### config.mk
export PLATFORM = sky130hd
export DESIGN_NAME = dual_hbridge_pwm_driver_unit
export DESIGN_NICKNAME = d
export VERILOG_FILES = /design/src/rtl/core/dhb_pwm_pkg.sv /design/src/rtl/core/dual_hbridge_pwm_driver_unit.sv
export SDC_FILE = /design/constraint.sdc
export NUM_CORES = 1
export LEC_CHECK = 0
export ABC_AREA = 0
export ABC_CLOCK_PERIOD_IN_PS = 8360
export BUFFER_PORTS_ARGS = -buffer_cell sky130_fd_sc_hd__buf_2
export CAP_MARGIN = 0
export CORE_UTILIZATION = 50
export DETAILED_ROUTE_END_ITERATION = 10
export GPL_TIMING_DRIVEN = 1
export PLACE_DENSITY = 0.73
export SLEW_MARGIN = 20
export SYNTH_ARGS = -nofsm -noshare
export SYNTH_HDL_FRONTEND = slang
export SYNTH_SLANG_ARGS = --single-unit
### constraint.sdc
create_clock -name clock -period 8.36 [get_ports clock]
set_input_delay 1.672 -clock clock [delete_from_list [all_inputs] [get_ports clock]]
set_output_delay 1.672 -clock clock [all_outputs]
set_load 0.005 [all_outputs]
### src/rtl/core/dhb_pwm_pkg.sv
// package for the dual h-bridge pwm driver
// command codes, duty constants, beat widths and the duty function shared by the core
// no dependencies
package dhb_pwm_pkg;

   typedef enum logic [1:0] {
      CMD_TICK  = 2'd0,
      CMD_POWER = 2'd1,
      CMD_BRAKE = 2'd2,
      CMD_NONE  = 2'd3
   } cmd_type;

   localparam int DUTY_W      = 4;
   localparam int WIDTH_W     = 8;
   localparam int POWER_W     = 8;
   localparam int OUT_W       = 8;
   localparam int REQ_DATA_W  = 16;
   localparam int REQ_USER_W  = 3;

   localparam logic [DUTY_W-1:0]  FULL_DUTY      = 4'd10;
   localparam logic [WIDTH_W-1:0] PWM_WIDTH_RST  = 8'd10;
   localparam int                 DUTY_ROUND     = 5;
   localparam int                 DUTY_STEP      = 10;
   localparam int                 RECIP_SHIFT    = 11;
   localparam int                 RECIP          = (2**RECIP_SHIFT + DUTY_STEP - 1) / DUTY_STEP;

   typedef logic [DUTY_W-1:0] duty_type;

   // (|power| + 5) / 10, clamped to full duty
   function automatic duty_type duty_of(input logic signed [POWER_W-1:0] power);
      logic [POWER_W-1:0]   mag;
      logic [POWER_W-1:0]   rounded;
      logic [2*POWER_W-1:0] prod;
      logic [POWER_W-1:0]   quot;
      mag     = power[POWER_W-1] ? (~power + 1'b1) : power;
      rounded = mag + POWER_W'(DUTY_ROUND);
      prod    = rounded * POWER_W'(RECIP);
      quot    = POWER_W'(prod >> RECIP_SHIFT);
      if (quot > POWER_W'(FULL_DUTY)) begin
         return FULL_DUTY;
      end
      return quot[DUTY_W-1:0];
   endfunction

endpackage

### src/rtl/core/dual_hbridge_pwm_driver_unit.sv
// Dual H-bridge PWM driver. Every request beat is a tick, a set-power, a
// set-brake or an unused no-op command and returns exactly one response beat
// with the four bridge line levels and an idle flag, taken after the command
// has been applied. One beat is taken per clock cycle unless skid is full;
// the state update and the level compares sit between the request handshake
// and the response register, and a two-entry output stage lets a new beat in
// while a response is still held by the sink. Write csr_wr_data to set the
// PWM period (ticks before the shared counter wraps) only while idle.
//
// top level of the dual h-bridge pwm driver
// depends on dhb_pwm_pkg
module dual_hbridge_pwm_driver_unit
   import dhb_pwm_pkg::*;
(
   input  logic                  clock,
   input  logic                  reset,
   input  logic                  req_tvalid,
   output logic                  req_tready,
   input  logic [REQ_DATA_W-1:0] req_tdata,   // power[7:0], brake_on[8], zero pad
   input  logic [REQ_USER_W-1:0] req_tuser,   // cmd[1:0], motor[2]
   output logic                  rsp_tvalid,
   input  logic                  rsp_tready,
   output logic [OUT_W-1:0]      rsp_tdata,   // m0_forward, m0_reverse, m1_forward,
                                              // m1_reverse, motors_idle, zero pad
   input  logic                  csr_wr_en,
   input  logic [WIDTH_W-1:0]    csr_wr_data
);

   logic [WIDTH_W-1:0] pwm_width_ff;
   logic [WIDTH_W-1:0] tick_ff, tick_in;
   duty_type           fwd_ff [2];
   duty_type           fwd_in [2];
   duty_type           rev_ff [2];
   duty_type           rev_in [2];
   logic [1:0]         live_ff, live_in;

   logic               out_valid_ff, out_valid_in;
   logic [OUT_W-1:0]   out_data_ff, out_data_in;
   logic               skid_valid_ff, skid_valid_in;
   logic [OUT_W-1:0]   skid_data_ff, skid_data_in;

   logic               accept;
   logic               pop;
   cmd_type            cmd;
   logic               motor;
   logic signed [POWER_W-1:0] power;
   logic               brake_on;
   duty_type           duty;
   logic [WIDTH_W:0]   tick_next;
   logic [OUT_W-1:0]   result;

   assign cmd      = cmd_type'(req_tuser[1:0]);
   assign motor    = req_tuser[2];
   assign power    = req_tdata[POWER_W-1:0];
   assign brake_on = req_tdata[POWER_W];
   assign duty     = duty_of(power);

   assign req_tready = !skid_valid_ff;
   assign accept     = req_tvalid && req_tready;
   assign pop        = out_valid_ff && rsp_tready;
   assign rsp_tvalid = out_valid_ff;
   assign rsp_tdata  = out_data_ff;

   always_comb begin
      tick_in   = tick_ff;
      fwd_in    = fwd_ff;
      rev_in    = rev_ff;
      live_in   = live_ff;
      tick_next = {1'b0, tick_ff} + 1'b1;
      if (accept) begin
         case (cmd)
            CMD_TICK: begin
               tick_in = (tick_next >= {1'b0, pwm_width_ff}) ? '0 : tick_next[WIDTH_W-1:0];
            end
            CMD_POWER: begin
               live_in[motor] = (power != '0);
               fwd_in[motor]  = power[POWER_W-1] ? '0 : duty;
               rev_in[motor]  = power[POWER_W-1] ? duty : '0;
            end
            CMD_BRAKE: begin
               live_in[motor] = 1'b0;
               fwd_in[motor]  = brake_on ? FULL_DUTY : '0;
               rev_in[motor]  = brake_on ? FULL_DUTY : '0;
            end
            default: begin
            end
         endcase
      end
      result = {3'b000,
                live_in == 2'b00,
                WIDTH_W'(rev_in[1]) > tick_in,
                WIDTH_W'(fwd_in[1]) > tick_in,
                WIDTH_W'(rev_in[0]) > tick_in,
                WIDTH_W'(fwd_in[0]) > tick_in};
   end

   always_comb begin
      out_valid_in  = out_valid_ff;
      out_data_in   = out_data_ff;
      skid_valid_in = skid_valid_ff;
      skid_data_in  = skid_data_ff;
      if (!out_valid_ff || pop) begin
         if (skid_valid_ff) begin
            out_valid_in  = 1'b1;
            out_data_in   = skid_data_ff;
            skid_valid_in = 1'b0;
         end else begin
            out_valid_in = accept;
            out_data_in  = result;
         end
      end else if (accept) begin
         skid_valid_in = 1'b1;
         skid_data_in  = result;
      end
   end

   always_ff @(posedge clock) begin
      if (reset) begin
         pwm_width_ff  <= PWM_WIDTH_RST;
         tick_ff       <= '0;
         fwd_ff        <= '{default: '0};
         rev_ff        <= '{default: '0};
         live_ff       <= '0;
         out_valid_ff  <= 1'b0;
         skid_valid_ff <= 1'b0;
      end else begin
         if (csr_wr_en) begin
            pwm_width_ff <= csr_wr_data;
         end
         tick_ff       <= tick_in;
         fwd_ff        <= fwd_in;
         rev_ff        <= rev_in;
         live_ff       <= live_in;
         out_valid_ff  <= out_valid_in;
         skid_valid_ff <= skid_valid_in;
      end
   end

   always_ff @(posedge clock) begin
      out_data_ff  <= out_data_in;
      skid_data_ff <= skid_data_in;
   end

endmodule

After elaboration in Yosys (flattened, before gate mapping)
Index checks and enable logic that the tools add are counted.
{"block": "word_totals", "ff_bits": 46, "out_inout_bits": 10, "elab_cells": 71, "input_bits": 32}
{"block": "op_classes", "order_cmp": 10, "n_eq_ne": 2, "add_sub_neg": 3, "reduce_logical": 12, "muxes": 27, "n_bitwise": 5, "n_mul": 1}
{"operator": "two-way mux 8 bit", "count": 6}
{"operator": "bitwise mux 8 bit", "count": 4}
{"operator": "> comparator 4 x 8 -> 1 bit", "count": 4}
{"operator": "one-hot mux 8 bit (2 select lines)", "count": 2}
{"operator": "two-way mux 4 bit", "count": 6}
{"operator": "multiplier 8 x 8 -> 16 bit (second input constant)", "count": 1}
{"operator": "adder 8 x 1 -> 9 bit (second input constant)", "count": 1}
{"operator": "greater-or-equal comparator 9 x 8 -> 1 bit", "count": 1}
{"operator": "adder 8 x 1 -> 8 bit (second input constant)", "count": 1}
{"operator": "adder 8 x 3 -> 8 bit (second input constant)", "count": 1}
{"operator": "inverter 8 bit", "count": 1}
{"operator": "nonzero test 8 bit", "count": 1}
{"operator": "> comparator 5 x 4 -> 1 bit (second input constant)", "count": 1}
{"operator": "two-way mux 5 bit", "count": 1}
{"operator": "demux 4 bit (select 1 bit)", "count": 1}
{"operator": "logical AND 1 bit", "count": 4}
{"operator": "logical NOT 2 bit", "count": 2}
{"operator": "one-hot mux 2 bit (2 select lines)", "count": 1}
{"operator": "two-way mux 1 bit", "count": 3}
{"operator": "AND 2 bit", "count": 1}
{"operator": "bitwise mux 2 bit", "count": 1}
{"operator": "== test 2 x 1 -> 1 bit (second input constant)", "count": 1}
{"operator": "== test 2 bit (second input constant)", "count": 1}
{"operator": "greater-or-equal comparator 2 bit (second input constant)", "count": 1}
{"operator": "other kinds (12)", "count": 13}

Logic depth before layout (Yosys ltp)
{"block": "depth", "ltp_word": 14, "ltp_mapped": 30, "ltp_nobuf": 30}

Least setup slack after synthesis
No wires, ideal clock.
{"block": "synth_timing", "path_kind": "input-to-reg", "from": "input req_tdata[0]", "to": "register out_data_ff[2] (netlist: rsp_tdata[2]) (data pin)", "setup_ns": 0.274, "path_buffers": 0, "setup_slack_ns": 0.758, "arrival_ns": 7.328, "path_stages": 27, "cell_sequence": "inv_1 > ha_1 > and2b_1 > xnor2_1 > a21o_1 > a211o_1 > a32oi_2 > xnor2_1 > ha_1 > ha_1 > fa_1 > inv_1 > fa_1 > inv_1 > ha_1 > and4_1 > a21oi_1 > mux2_2 > o211ai_2 > a2bb2oi_1 > ha_1 > nor2b_1 > o21ai_0 > nand2b_1 > a21oi_1 > a41o_1 > o31ai_1"}
{"block": "synth_between", "elab_chain_cells": 14}
{"element": "start, declared", "line": "dual_hbridge_pwm_driver_unit.sv:19", "text": "input logic [REQ_DATA_W-1:0] req_tdata,"}
{"element": "inverter 8 bit", "line": "dhb_pwm_pkg.sv:35", "text": "mag = power[POWER_W-1] ? (~power + 1'b1) : power;"}
{"element": "adder 8 x 1 -> 8 bit", "line": "dhb_pwm_pkg.sv:35"}
{"element": "two-way mux 8 bit *", "line": "dhb_pwm_pkg.sv:35"}
{"element": "adder 8 x 3 -> 8 bit *", "line": "dhb_pwm_pkg.sv:36", "text": "rounded = mag + POWER_W'(DUTY_ROUND);"}
{"element": "multiplier 8 x 8 -> 16 bit *", "line": "dhb_pwm_pkg.sv:37", "text": "prod = rounded * POWER_W'(RECIP);"}
{"element": "> comparator 5 x 4 -> 1 bit", "line": "dhb_pwm_pkg.sv:39", "text": "if (quot > POWER_W'(FULL_DUTY)) begin"}
{"element": "two-way mux 1 bit", "line": "dhb_pwm_pkg.sv:39"}
{"element": "two-way mux 4 bit *", "line": "dhb_pwm_pkg.sv:42", "text": "return quot[DUTY_W-1:0];"}
{"element": "two-way mux 4 bit *", "line": "dual_hbridge_pwm_driver_unit.sv:77", "text": "fwd_in[motor] = power[POWER_W-1] ? '0 : duty;"}
{"element": "bitwise mux 8 bit *", "line": "dual_hbridge_pwm_driver_unit.sv:77"}
{"element": "one-hot mux 8 bit (2 select lines) *", "line": "dual_hbridge_pwm_driver_unit.sv:71", "text": "case (cmd)"}
{"element": "two-way mux 8 bit *", "line": "dual_hbridge_pwm_driver_unit.sv:70", "text": "if (accept) begin"}
{"element": "> comparator 4 x 8 -> 1 bit *", "line": "dual_hbridge_pwm_driver_unit.sv:92", "text": "WIDTH_W'(fwd_in[1]) > tick_in,"}
{"element": "two-way mux 5 bit *", "line": "dual_hbridge_pwm_driver_unit.sv:103", "text": "if (skid_valid_ff) begin"}
{"element": "end signal, assigned", "line": "dual_hbridge_pwm_driver_unit.sv:140", "text": "out_data_ff <= out_data_in;"}
{"element": "end, declared", "line": "dual_hbridge_pwm_driver_unit.sv:38", "text": "logic [OUT_W-1:0] out_data_ff, out_data_in;"}
Mark *: on every way between the ends. The rest lies on a longest branch, timed or not.
A chain may end at the register's enable or synchronous reset.

==> flow_summary_export.csv <==
group,metric,value,unit
outcome,outcome,"finished clean",
yosys,ys_ff_latch,46,
yosys,synth_area_leaders,"ha_1 (21%), dfxtp_1 (17%), edfxtp_1 (6.9%), fa_1 (4.6%), inv_1 (3.9%)",
yosys,synth_cell_type_count,65,
die,core_region_area,0.00830,sq mm
layout,layout-drive-gt1-share,12.5,%
clock_network,cts_tree,"built",
setup_path,cp_slowest_cell,"fa_1",
detailed_routing,drc,0,
yosys,synth-edff-count,10,
die,io_pins,42,
setup_path,critical_path_arrival,7.98,ns
power,leakage,2.17,nW
timing,finalCritPeriodShare,95.0,%
setup_path,cp-start-kind,"input port",
yosys,yosys_warnings,0,
yosys,synth_area,0.00433,sq mm
die,die_area,0.00903,sq mm
die,chipHeight,95.0,microns
timing,final_max_slew_viol_count,0,
global_routing,antenna_found_initial,0,
detailed_routing,drtPass1Iterations,4,
clock_network,clk_path_buf_depth,2,
die,initial_core_util,52.1,%
timing,slew_headroom,49.4,%
clock_network,cts_setup_buffers,0,
detailed_routing,via_per_inst,5.80,
timing,worstMarginPinSlew,0.758,ns
yosys,synthTopCellsByCount,"ha_1 (71), inv_1 (45), dfxtp_1 (36), nor2_1 (36), nand2_1 (30)",
power,powerDensity,284,mW/mm^2
worst_hold_path,hold_end,"fwd_ff[4]",
placement,numPortBuffers,31,
setup_path,worstPathMaxFanout,8,
setup_path,max_stage_delay,0.54,ns
global_routing,grt_max_degree,33,
timing,fin_skew,0.00875,ns
die,rows,33,
detailed_routing,wl_per_cell,14.6,microns
clock_network,root_buffer,"clkbuf_8",
power,ir_drop,166,uV
placement,dpl_cell_area,0.00458,sq mm
layout,nets,633,
setup_path,rr_endpoint,"rsp_tdata[0]",
global_routing,gr-total-overflow,0,
clock_network,clk_latency,0.30,ns
setup_path,regToRegStartpoint,"tick_ff[0]",
detailed_routing,drt_iter0_drc,147,
timing,tns,0,ns
run,max-cap-violations,0,
clock_network,cts_htree_levels,2,
worst_hold_path,worstHoldStart,"fwd_ff[4]",
worst_hold_path,holdCritPathClass,"flip-flop to flip-flop",
global_routing,grt_pass1_vias,3400,
layout,antennaDiodeCount,0,
yosys,synth_top_cell_by_area,"ha_1",
placement,place_congestion,0.842,
setup_path,crit_path_frequent_cell,"ha_1",
global_routing,grt_pass1_wl,15.2,mm
clock_network,cts_made_buffers,5,
setup_path,endpoint_kind,"flip-flop",
setup_path,r2r_cells,16,
detailed_routing,drt-total-wl,9.16,mm
yosys,syn_avg_cell_area,8.80,sq um
timing,setup_viol,0,
clock_network,clk_pin_slew,0.09,ns
placement,hpwl,7.22,mm
yosys,syn_inst,492,
yosys,synth.most_common_cell,"ha_1",
layout,fin_area,0.00470,sq mm
yosys,synthFlopType,"dfxtp_1",
global_routing,grt_use_total,21.5,%
die,die_x,95.0,microns
layout,layout-area-overhead-vs-synth,8.62,%
setup_path,cp_data_required_time,8.40,ns
clock_network,clock-sinks,46,
timing,fin_crit,7.94,ns
timing,max_freq,0.126,GHz
yosys,synth_async_sr_flop_share,0,%
timing,rsz0062_at_grt,"false",
setup_path,timing_worst_setup_path_type,"input port to flip-flop",
detailed_routing,ant_nets,0,
yosys,synth_top_area_share,20.5,%
worst_hold_path,holdPathStages,2,
detailed_routing,num_vias,3630,
setup_path,regToRegSetupSlack,4.25,ns
timing,hold_viol_final,0,
yosys,ys_seq_area_share,23.6,%
==> report_power, final <==
| group | switching (mW) | leakage [nW] | total, mW | internal [mW] |
|---|---|---|---|---|
| registers | 0.00506 | 0.393 | 0.250 | 0.245 |
| logic | 0.531 | 1.72 | 0.919 | 0.389 |
| clock network | 0.0782 | 0.0514 | 0.167 | 0.0893 |
==> sequential cells by signal, indices dropped and copies added (netlist names) <==
name           cells
fwd_ff             8
live_ff            2
pwm_width_ff       8
rev_ff             8
rsp_tdata          5
rsp_tvalid         1
skid_data_ff       5
skid_valid_ff      1
tick_ff            8
==> placed cells by master, fill, tap and decap left out, drive strengths merged, types with 2 or more instances in the layout <==
master	instances
a31o	2
ha	71
a32oi	2
edfxtp	10
nor3	10
nand2b	10
and2	6
o22ai	9
a2bb2oi	5
a211oi	2
a31oi	4
a211o	2
xor2	12
clkbuf	6
o31ai	5
inv	45
nor2	36
o21ai	30
buf	40
dfxtp	36
xnor2	14
a311oi	4
mux2i	8
o21a	2
and4	3
a21oi	29
conb	3
and3	7
nand4	4
a21o	5
fa	10
a41o	5
nand2	30
a32o	8
a22oi	5
nor2b	6
o211ai	4
mux2	3
nand3	12
==> what timing repair did <==
item,in CTS,in global routing
resized for setup,0,1
hold buffers,0,0
setup endpoints to repair,0,7
==> metrics by stage <==
stage          total power [mW]  util, %  worst slack, ns  hold WS, ns  instances
4_1_cts                    1.33     56.6            0.387        0.468        626
6_report                   1.34     56.6            0.418        0.475        626
2_1_floorplan             0.912        -            0.758        0.420        494
3_3_place_gp               1.12     55.2            0.176        0.439        618
5_1_grt                    1.45     56.6           0.0769        0.509        626
3_5_place_dp               1.16     55.2           0.0581        0.441        618
==> critical path, delay by kind of cell <==
kind | cells | cell delay [ns]
buffers and inverters | 7 | 0.74
adders and majority gates | 8 | 2.85
xor gates and xnor gates | 2 | 0.37
and+or+nand+nor | 4 | 0.45
AOI/OAI and AO/OA | 11 | 1.87
==> cells by family after synthesis <==
kind of cell | count (synthesis) | share of synthesized area, %
other cells | 1 | 0.0866
fa+ha+maj | 81 | 25.2
compound gates | 131 | 21.5
xor+xnor | 26 | 5.78
simple gates | 130 | 14.9
flops | 46 | 23.6
buf+inv | 66 | 6.36
mux | 11 | 2.63
==> worst max path at each step <==
stage,start,slack (ns),to
after floorplan,req_tdata[0],0.76,rsp_tdata[2]
after global placement,req_tdata[0],0.18,rsp_tdata[0]
after detailed placement,req_tdata[0],0.06,rsp_tdata[2]
after CTS,req_tdata[0],0.39,rsp_tdata[2]
after global routing,req_tdata[0],0.08,rsp_tdata[1]
final,req_tdata[0],0.42,rsp_tdata[1]
==> routing by layer <==
layer / GRT usage [%] / wire [microns]
met1: 29.2 / 4410
met2: 35.5 / 4280
met3: 2.79 / 321
met4: 6.31 / 148
met5: 0 / 0
==> cell type report <==
cell class / instances / area, sq um
repair buffers: 40 / 223
clock buffers: 6 / 72.6
fillers: 765 / 3600
clock inverters: 2 / 37.5
multi-input cells: 382 / 3050
flip-flops and latches: 46 / 1020
well taps: 105 / 131
inverters: 45 / 169
Note: power is estimated with default switching activity, not from simulation.
